**src/hdl/udiv128_pkg.sv**
```systemverilog
// Package for the 128-by-32 unsigned divider.
// Shared widths, pipeline depth and the stage payload type.
package udiv128_pkg;

   localparam int DIVIDEND_W     = 128;
   localparam int HALF_W         = 64;
   localparam int DIVISOR_W      = 32;
   localparam int BITS_PER_STAGE = 4;
   localparam int NUM_STAGES     = DIVIDEND_W / BITS_PER_STAGE;

   typedef struct packed {
      logic                  valid;
      logic [DIVISOR_W-1:0]  divisor;
      logic [DIVISOR_W-1:0]  remainder;
      logic [DIVIDEND_W-1:0] num;      // dividend bits shift out, quotient bits shift in
   } stage_type;

endpackage

```
**src/hdl/udiv128_stage.sv**
```systemverilog
// One pipeline stage of the restoring divider: BITS_PER_STAGE quotient bits.
// Depends on udiv128_pkg.
module udiv128_stage (
   input  logic                  clock,
   input  logic                  reset,
   input  udiv128_pkg::stage_type up_stage,
   output udiv128_pkg::stage_type stage_ff
);

   udiv128_pkg::stage_type stage_in;

   always_comb begin
      logic [udiv128_pkg::DIVISOR_W-1:0]  rem;
      logic [udiv128_pkg::DIVIDEND_W-1:0] num;
      logic [udiv128_pkg::DIVISOR_W:0]    partial;
      logic [udiv128_pkg::DIVISOR_W:0]    diff;
      logic                               qbit;
      rem = up_stage.remainder;
      num = up_stage.num;
      for (int i = 0; i < udiv128_pkg::BITS_PER_STAGE; i++) begin
         partial = {rem, num[udiv128_pkg::DIVIDEND_W-1]};
         diff    = partial - {1'b0, up_stage.divisor};
         qbit    = ~diff[udiv128_pkg::DIVISOR_W];
         rem     = qbit ? diff[udiv128_pkg::DIVISOR_W-1:0]
                        : partial[udiv128_pkg::DIVISOR_W-1:0];
         num     = {num[udiv128_pkg::DIVIDEND_W-2:0], qbit};
      end
      stage_in.valid     = up_stage.valid;
      stage_in.divisor   = up_stage.divisor;
      stage_in.remainder = rem;
      stage_in.num       = num;
   end

   always_ff @(posedge clock) begin
      if (reset) begin
         stage_ff.valid <= 1'b0;
      end else begin
         stage_ff.valid <= stage_in.valid;
      end
      stage_ff.divisor   <= stage_in.divisor;
      stage_ff.remainder <= stage_in.remainder;
      stage_ff.num       <= stage_in.num;
   end

   a_valid_moves: assert property (@(posedge clock) disable iff (reset)
      up_stage.valid |=> stage_ff.valid)
      else $error("item lost in divider stage");

   a_no_phantom: assert property (@(posedge clock) disable iff (reset)
      !up_stage.valid |=> !stage_ff.valid)
      else $error("item invented in divider stage");

   a_divisor_kept: assert property (@(posedge clock) disable iff (reset)
      up_stage.valid |=> stage_ff.divisor == $past(up_stage.divisor))
      else $error("divisor changed across stage");

   a_rem_bound: assert property (@(posedge clock) disable iff (reset)
      (up_stage.valid && up_stage.divisor != '0 && up_stage.remainder < up_stage.divisor)
      |=> stage_ff.remainder < stage_ff.divisor)
      else $error("partial remainder not below divisor");

endmodule

```
**config.mk**
```make
export PLATFORM = sky130hd
export DESIGN_NAME = udiv128_stage
export DESIGN_NICKNAME = d
export VERILOG_FILES = /design/src/hdl/udiv128_pkg.sv /design/src/hdl/udiv128_stage.sv
export SDC_FILE = /design/constraint.sdc
export NUM_CORES = 1
export LEC_CHECK = 0
export ABC_AREA = 1
export BUFFER_PORTS_ARGS = -buffer_cell sky130_fd_sc_hd__buf_2
export CORE_ASPECT_RATIO = 1.25
export CORE_MARGIN = 1
export CORE_UTILIZATION = 57
export CTS_CLUSTER_DIAMETER = 60
export DETAILED_ROUTE_END_ITERATION = 16
export PLACE_DENSITY = 0.87
export SYNTH_ARGS = -nofsm -noshare
export SYNTH_HDL_FRONTEND = slang
export SYNTH_SLANG_ARGS = --single-unit
export TNS_END_PERCENT = 5
```
**constraint.sdc**
```tcl
create_clock -name clock -period 15.9 [get_ports clock]
set_input_delay 0 -clock clock [delete_from_list [all_inputs] [get_ports clock]]
set_output_delay 0 -clock clock [all_outputs]
set_load 0.05 [all_outputs]
```
Yosys cells after proc, flatten, opt, wreduce, memory -nomap -nowiden --
Index checks and enable logic that the tools add are counted.
Storage, ports and cells: register bits 193, bits of input ports 195, word-level logic and storage cells 16
Cells by class: add/subtract/negate cells 4, mux-type cells 4, bitwise gates (word level) 4
Operators by type and width (count):
- $sub A33 B32 Y33 | 4
- $mux W32 | 4
- $not A1 Y1 | 4

Depth between registers and ports, before layout --
Gate-level depths: netlist of run 1.
depth after elaboration 8, gate-level depth with buffers 65, depth with buffers taken out 61

Least setup slack after synthesis of run 1 --
Ideal clock, no wire load.
kind input-to-reg, start input up_stage[127] (netlist bit), end register stage_ff[153] (netlist bit), path buffers 3, stages on the path 57, arrival time 7.567 ns, setup time 0.113 ns, setup slack 8.220 ns, cells stage by stage inv_1 -> ha_1 -> inv_1 -> fa_1 -> nand2_1 -> nand2_1 -> nand3_1 -> nand2_1 -> nand2_2 -> nand2_4 -> nand2_4 -> nand3_4 -> nand2_8 -> inv_2 -> buf_6 -> or2_0 -> o21ai_1 -> inv_1 -> [21 not listed] -> buf_4 -> nand2_1 -> o21ai_0 -> inv_1 -> fa_1 -> o21ai_1 -> nand2_1 -> nand3b_1 -> nand2_1 -> nand2_1 -> a21boi_1 -> o21ai_0 -> a21oi_2 -> inv_1 -> nand3_4 -> buf_6 -> nand3_1 -> nand2_1
RTL lines:
- start: declaration | line udiv128_stage.sv:6 | input udiv128_pkg::stage_type up_stage,
- end: declaration | line udiv128_stage.sv:7 | output udiv128_pkg::stage_type stage_ff

==> results of run 1 <==
[routing by layer]
layer  up-vias  GRT usage [%]  wire length, microns
met5         -              0                   114
met3       394          15.83                  6427
li1       7121              -                     -
met2      1159          77.08                 25680
met4        12          38.52                  5102
met1      7110          50.39                 19090
[worst max-delay path, delay by kind of cell]
kind | cells | cell delay, ns
and+or+nand+nor | 26 | 4.49
adders and majority gates | 4 | 1.75
AOI/OAI and AO/OA | 14 | 3.54
buffers and inverters | 9 | 1.84
[where the power goes]
group / switching (W) / total [W] / internal [W]
Combinational: 0.00224 / 0.00324 / 0.00100
Sequential: 0.0000274 / 0.000607 / 0.000580
Clock: 0.000223 / 0.000429 / 0.000206
Total: 0.00249 / 0.00428 / 0.00179
[final timing paths]
path,end,start,cells after the start
hold / removal,stage_ff[129],up_stage[125],5
setup / recovery,stage_ff[155],up_stage[161],53
[logic make-up (layout without fill, tap and decap cells)]
logic type	Yosys count	after routing	share of synthesized area (%)
simple gates	785	785	26.38
compound gates	359	359	15.79
buf+inv	244	793	8.162
flops	193	193	29.44
fa+ha+maj	132	132	12.81
xor+xnor	111	111	7.408
other cells	0	9	0
[cell type report]
class	count	area, sq um	share of cell area [%]
antenna	9	22.52	0.1300
clock buffer	18	429.2	2.477
clock inverter	13	123.9	0.7149
inverter	215	807.0	4.658
multi-input combinational	1387	8188	47.26
sequential	193	3864	22.30
tap	283	354.1	2.044
timing repair buffer	547	3538	20.42
[cell usage after synthesis, types with 2 or more instances]
cell type	instances
nor3_1	26
a21oi_2	3
a31oi_1	14
a211oi_1	2
and2_1	2
xor2_1	68
nor2_2	2
o21bai_1	17
nand3_4	7
or2_2	5
dfxtp_1	193
o21ai_2	22
nor4_1	7
nand2_8	2
nand2_4	8
a21o_1	9
fa_1	4
o21ai_0	79
ha_1	128
buf_2	10
nand3b_1	5
nand2_1	452
o311ai_0	2
o211ai_1	3
nor2_1	128
nand2_2	8
nand3_1	110
xnor2_1	43
a21oi_1	146
o21ai_1	42
nand4_1	12
inv_1	209
buf_6	17
a21boi_0	6
o21a_1	4
or3_1	2
inv_2	6
nand3_2	4
[metrics by stage]
step | util (%) | cells
6_report | 77.22 | 2665
5_1_grt | 77.15 | 2659
4_1_cts | 77.12 | 2656
3_5_place_dp | 67.51 | 2465
3_3_place_gp | 67.51 | 2465
2_1_floorplan | - | 1824
==> results.sh, run 1 <==
export IMPL_hold_viol=0
export IMPL_seq_area_frac_synth_pct=29.44
export IMPL_final_cell_mix="452 x nand2_1, 387 x buf_2, 209 x inv_1, 193 x dfxtp_1, 160 x dlygate4sd3_1"
export IMPL_top_register="stage_ff"
export IMPL_fp_dieW_microns=137.7
export IMPL_drtPass1Iterations=9
export IMPL_die_h_microns=171.6
export IMPL_vias_per_cell=5.927
export IMPL_critPathCaptureType="flop"
export IMPL_p_per_area_mw_per_mm2=246.8
export IMPL_area_growth_pct=32.04
export IMPL_fmax_ghz=0.08788
export IMPL_drc_errors=0
export IMPL_synthFlopType="dfxtp_1"
export IMPL_clk_pin_slew_ns=0.08
export IMPL_crit_arrival_ns=11.72
export IMPL_p_total_w=0.004276
export IMPL_power_static_leakage_nw=8.942
export IMPL_fin_area_sq_mm=0.01733
export IMPL_dieArea_sq_mm=0.02364
export IMPL_vias=15800
export IMPL_grt_overflow_total=0
export IMPL_portBuffers=387
export IMPL_syn_nets=2151
export IMPL_synth_top_area_cell="dfxtp_1"
export IMPL_crit_required_ns=16.24
export IMPL_setup_viol=0
export IMPL_clock_root_buffer="clkbuf_16"
export IMPL_final_max_slew_viol_count=0
export IMPL_cts_buffer_depth=2
export IMPL_cts_sinks=193
export IMPL_cpPeakStageDelay_ns=0.54
export IMPL_cts_tree="yes"
export IMPL_synthTopCellsByArea="dfxtp_1 29%, nand2_1 13%, ha_1 12%, inv_1 6.0%, a21oi_1 5.6%"
export IMPL_largest_reg_flops=193
export IMPL_synth_async_reset_ratio_pct=0
export IMPL_grt_pass1_wl_mm=83.07
export IMPL_routedWlPerCell_microns=21.17
export IMPL_placed_cell_area_sq_mm=0.01515
export IMPL_rsz0062_at_grt="no"
export IMPL_min_delay_path_class="in2reg"
export IMPL_core_area_sq_mm=0.02244
export IMPL_io_pins=388
export IMPL_synth_edff_count=0
export IMPL_finalCritPeriodShare_pct=71.57
export IMPL_worst_setup_path_type="in2reg"
export IMPL_drive_gt1_share_pct=20.56
export IMPL_htree_num_levels=4
export IMPL_hold_buffers=160
export IMPL_fin_nets=2688
export IMPL_yosysTopAreaCellShare_pct=29.44
export IMPL_cap_violations=0
export IMPL_cts_setup_buffers=0
export IMPL_yosys_warnings=0
export IMPL_first_global_vias=15490
export IMPL_crit_top_cell="nand2_1"
export IMPL_worst_slew_pin_transition_ns=0.8884
export IMPL_startpoint_type="input pin"
export IMPL_critPathMaxFanout=54
export IMPL_period_minus_slack_ns=11.38
export IMPL_holdWs_ns=0.1227
export IMPL_fin_ws_ns=4.521
export IMPL_synthesis_area_sq_mm=0.01312
export IMPL_syn_instance_count=1824
export IMPL_grt_max_degree=55
export IMPL_final_common_cell="nand2_1"
export IMPL_numCtsBuffers=17
export IMPL_reg_largest_list="stage_ff: 193 flops"
export IMPL_ctsResizeCount=0
export IMPL_avgSynthCellArea_sq_um=7.194
export IMPL_initial_utilization_pct=58.48
export IMPL_post_dp_hpwl_mm=39.70
export IMPL_status="completed"
export IMPL_n_fill_cell=1590
export IMPL_ys_types=55
export IMPL_antenna_found_initial=16
export IMPL_num_rows=61
export IMPL_ir_drop_v=0.0002005
export IMPL_grt_total_usage_pct=47.72
export IMPL_slew_headroom_pct=40.02
export IMPL_wirelength_mm=56.41
export IMPL_gp_congestion=1.021
export IMPL_ys_ff_latch=193
export IMPL_crit_path_top_delay_cell="dlygate4sd3_1"
export IMPL_drtIter0Drc=2228
export IMPL_ant_nets=0
export IMPL_pre_cts_slack_ns=5.325
export IMPL_setup_tns_ns=0
Power figures use the tool's default switching activity.
==> run 2: changes to the inputs <==
--- a/config.mk
+++ b/config.mk
@@ -9,10 +9,10 @@
 export BUFFER_PORTS_ARGS = -buffer_cell sky130_fd_sc_hd__buf_2
 export CORE_ASPECT_RATIO = 1.25
 export CORE_MARGIN = 1
-export CORE_UTILIZATION = 57
+export CORE_UTILIZATION = 48
 export CTS_CLUSTER_DIAMETER = 60
 export DETAILED_ROUTE_END_ITERATION = 16
-export PLACE_DENSITY = 0.87
+export PLACE_DENSITY = 0.78
 export SYNTH_ARGS = -nofsm -noshare
 export SYNTH_HDL_FRONTEND = slang
 export SYNTH_SLANG_ARGS = --single-unit
==> constraint.sdc (replaced) <==
create_clock -name clock -period 10 [get_ports clock]
set_input_delay 0 -clock clock [delete_from_list [all_inputs] [get_ports clock]]
set_output_delay 0 -clock clock [all_outputs]
set_load 0.05 [all_outputs]
==> results.sh, run 2 (synthesized netlist as in run 1, its figures left out) <==
export IMPL_portBuffers=387
export IMPL_startpoint="up_stage[183]"
export IMPL_antenna_found_initial=17
export IMPL_grt_max_degree=35
export IMPL_status="completed"
export IMPL_setup_viol=0
export IMPL_power_switching_w=0.003791
export IMPL_top_register="stage_ff"
export IMPL_core_area_sq_mm=0.02683
export IMPL_cap_violations=0
export IMPL_crit_buf_inv=10
export IMPL_placed_cell_area_sq_mm=0.01551
export IMPL_period_minus_slack_ns=9.285
export IMPL_grt_total_usage_pct=38.25
export IMPL_rsz0062_at_grt="no"
export IMPL_critPathMaxFanout=25
export IMPL_worst_slew_pin_transition_ns=0.8660
export IMPL_seq_power_share_pct=13.9
export IMPL_clk_pin_slew_ns=0.09
export IMPL_p_sw_share_pct=54.94
export IMPL_worst_setup_path_type="in2reg"
export IMPL_ir_drop_v=0.0003167
export IMPL_min_delay_path_class="in2reg"
export IMPL_io_pins=388
export IMPL_reg_largest_list="stage_ff: 193 flops"
export IMPL_power_frac_clock_pct=10.5
export IMPL_startpoint_type="input pin"
export IMPL_cts_tree="yes"
export IMPL_hold_viol=0
export IMPL_fp_dieW_microns=149.9
export IMPL_final_cell_mix="452 x nand2_1, 387 x buf_2, 209 x inv_1, 193 x dfxtp_1, 159 x dlygate4sd3_1"
export IMPL_wirelength_mm=54.48
export IMPL_power_static_leakage_nw=9.134
export IMPL_grt_overflow_total=0
export IMPL_ant_nets=0
export IMPL_fin_util_pct=66.23
export IMPL_clock_root_buffer="clkbuf_16"
export IMPL_crit_arrival_ns=9.62
export IMPL_critPathCaptureType="flop"
export IMPL_cp_endpoint="stage_ff[151]"
export IMPL_p_per_area_mw_per_mm2=388.4
export IMPL_routedWlPerCell_microns=19.74
export IMPL_vias=14960
export IMPL_intPower_w=0.003109
export IMPL_post_dp_hpwl_mm=43.01
export IMPL_instances_no_fill=2759
export IMPL_slew_headroom_pct=41.54
export IMPL_cts_buffer_depth=2
export IMPL_gp_congestion=0.9966
export IMPL_drc_errors=0
export IMPL_critical_path_top_delay_family="simple AND/OR/NAND/NOR gates"
export IMPL_n_fill_cell=2258
export IMPL_numCtsBuffers=17
export IMPL_num_rows=67
export IMPL_cts_sinks=193
export IMPL_fmax_ghz=0.1077
export IMPL_die_h_microns=186.9
export IMPL_grt_pass1_wl_mm=80.67
export IMPL_drtPass1Iterations=6
export IMPL_cpPeakStageDelay_ns=0.54
export IMPL_finalCritPeriodShare_pct=92.85
export IMPL_area_growth_pct=35.38
export IMPL_cts_setup_buffers=0
export IMPL_fin_area_sq_mm=0.01777
export IMPL_final_common_cell="nand2_1"
export IMPL_initial_utilization_pct=48.92
export IMPL_vias_per_cell=5.424
export IMPL_largest_reg_flops=193
export IMPL_fin_nets=2718
export IMPL_final_max_slew_viol_count=0
export IMPL_crit_path_top_delay_cell="dlygate4sd3_1"
export IMPL_path_depth=58
export IMPL_setup_tns_ns=0
export IMPL_dieArea_sq_mm=0.02801
export IMPL_htree_num_levels=4
export IMPL_dp_cells=2558
export IMPL_combPwrFrac_pct=75.6
export IMPL_first_global_vias=14890
export IMPL_drive_gt1_share_pct=21.88
export IMPL_crit_top_cell="nand2_1"
export IMPL_crit_required_ns=10.34
export IMPL_drtIter0Drc=1223
==> run 2: worst min path at each step <==
stage | from | end | slack [ns] | depth (start not counted)
finish | up_stage[159] | stage_ff[3] | 0.15 | 4
global route | up_stage[159] | stage_ff[3] | 0.16 | 4
CTS | up_stage[159] | stage_ff[3] | 0.13 | 4
detailed placement | up_stage[102] | stage_ff[106] | 0.10 | 1
global placement | up_stage[95] | stage_ff[99] | 0.10 | 1
floorplan | up_stage[96] | stage_ff[100] | 0.03 | 0
==> run 2: cell type report <==
type | instances | area, sq um | share of cell area, %
timing repair buffer | 577 | 3811 | 21.45
tap | 345 | 431.7 | 2.430
clock buffer | 17 | 425.4 | 2.395
multi-input combinational | 1387 | 8209 | 46.21
sequential | 193 | 3864 | 21.75
antenna | 10 | 25.02 | 0.1409
clock inverter | 15 | 187.7 | 1.056
inverter | 215 | 812.0 | 4.571
==> run 2: per-stage QoR <==
step / hold slack, ns / power [W] / worst slack [ns]
global placement: 0.1029 / 0.005890 / 0.6339
CTS: 0.1281 / 0.006733 / 0.4688
finish: 0.1480 / 0.006901 / 0.7152
detailed placement: 0.1036 / 0.005960 / 0.5880
global route: 0.1627 / 0.007410 / 0.01363
floorplan: 0.02772 / 0.004824 / 2.320
==> run 2: power groups by stage <==
stage / combinational, W / clock, W / sequential, W
6_report: 0.00522 / 0.000723 / 0.000958
3_5_place_dp: 0.00499 / 0 / 0.000969
5_1_grt: 0.00569 / 0.000757 / 0.000964
3_3_place_gp: 0.00492 / 0 / 0.000970
2_1_floorplan: 0.00348 / 0 / 0.00135
4_1_cts: 0.00507 / 0.000711 / 0.000953
==> run 2: repair_timing <==
item,CTS,global route
hold endpoints to repair,158,0
endpoints found under the setup margin,0,33
resized for setup,0,10
hold buffers,159,0
==> run 2: layer usage <==
metal,track usage (%),vias to the layer above,share of wire (%)
li1,-,7175,-
met1,42.83,6814,38
met2,67.20,788,49
met3,6.341,185,7.3
met4,22.53,2,5.8
met5,0,-,0.024
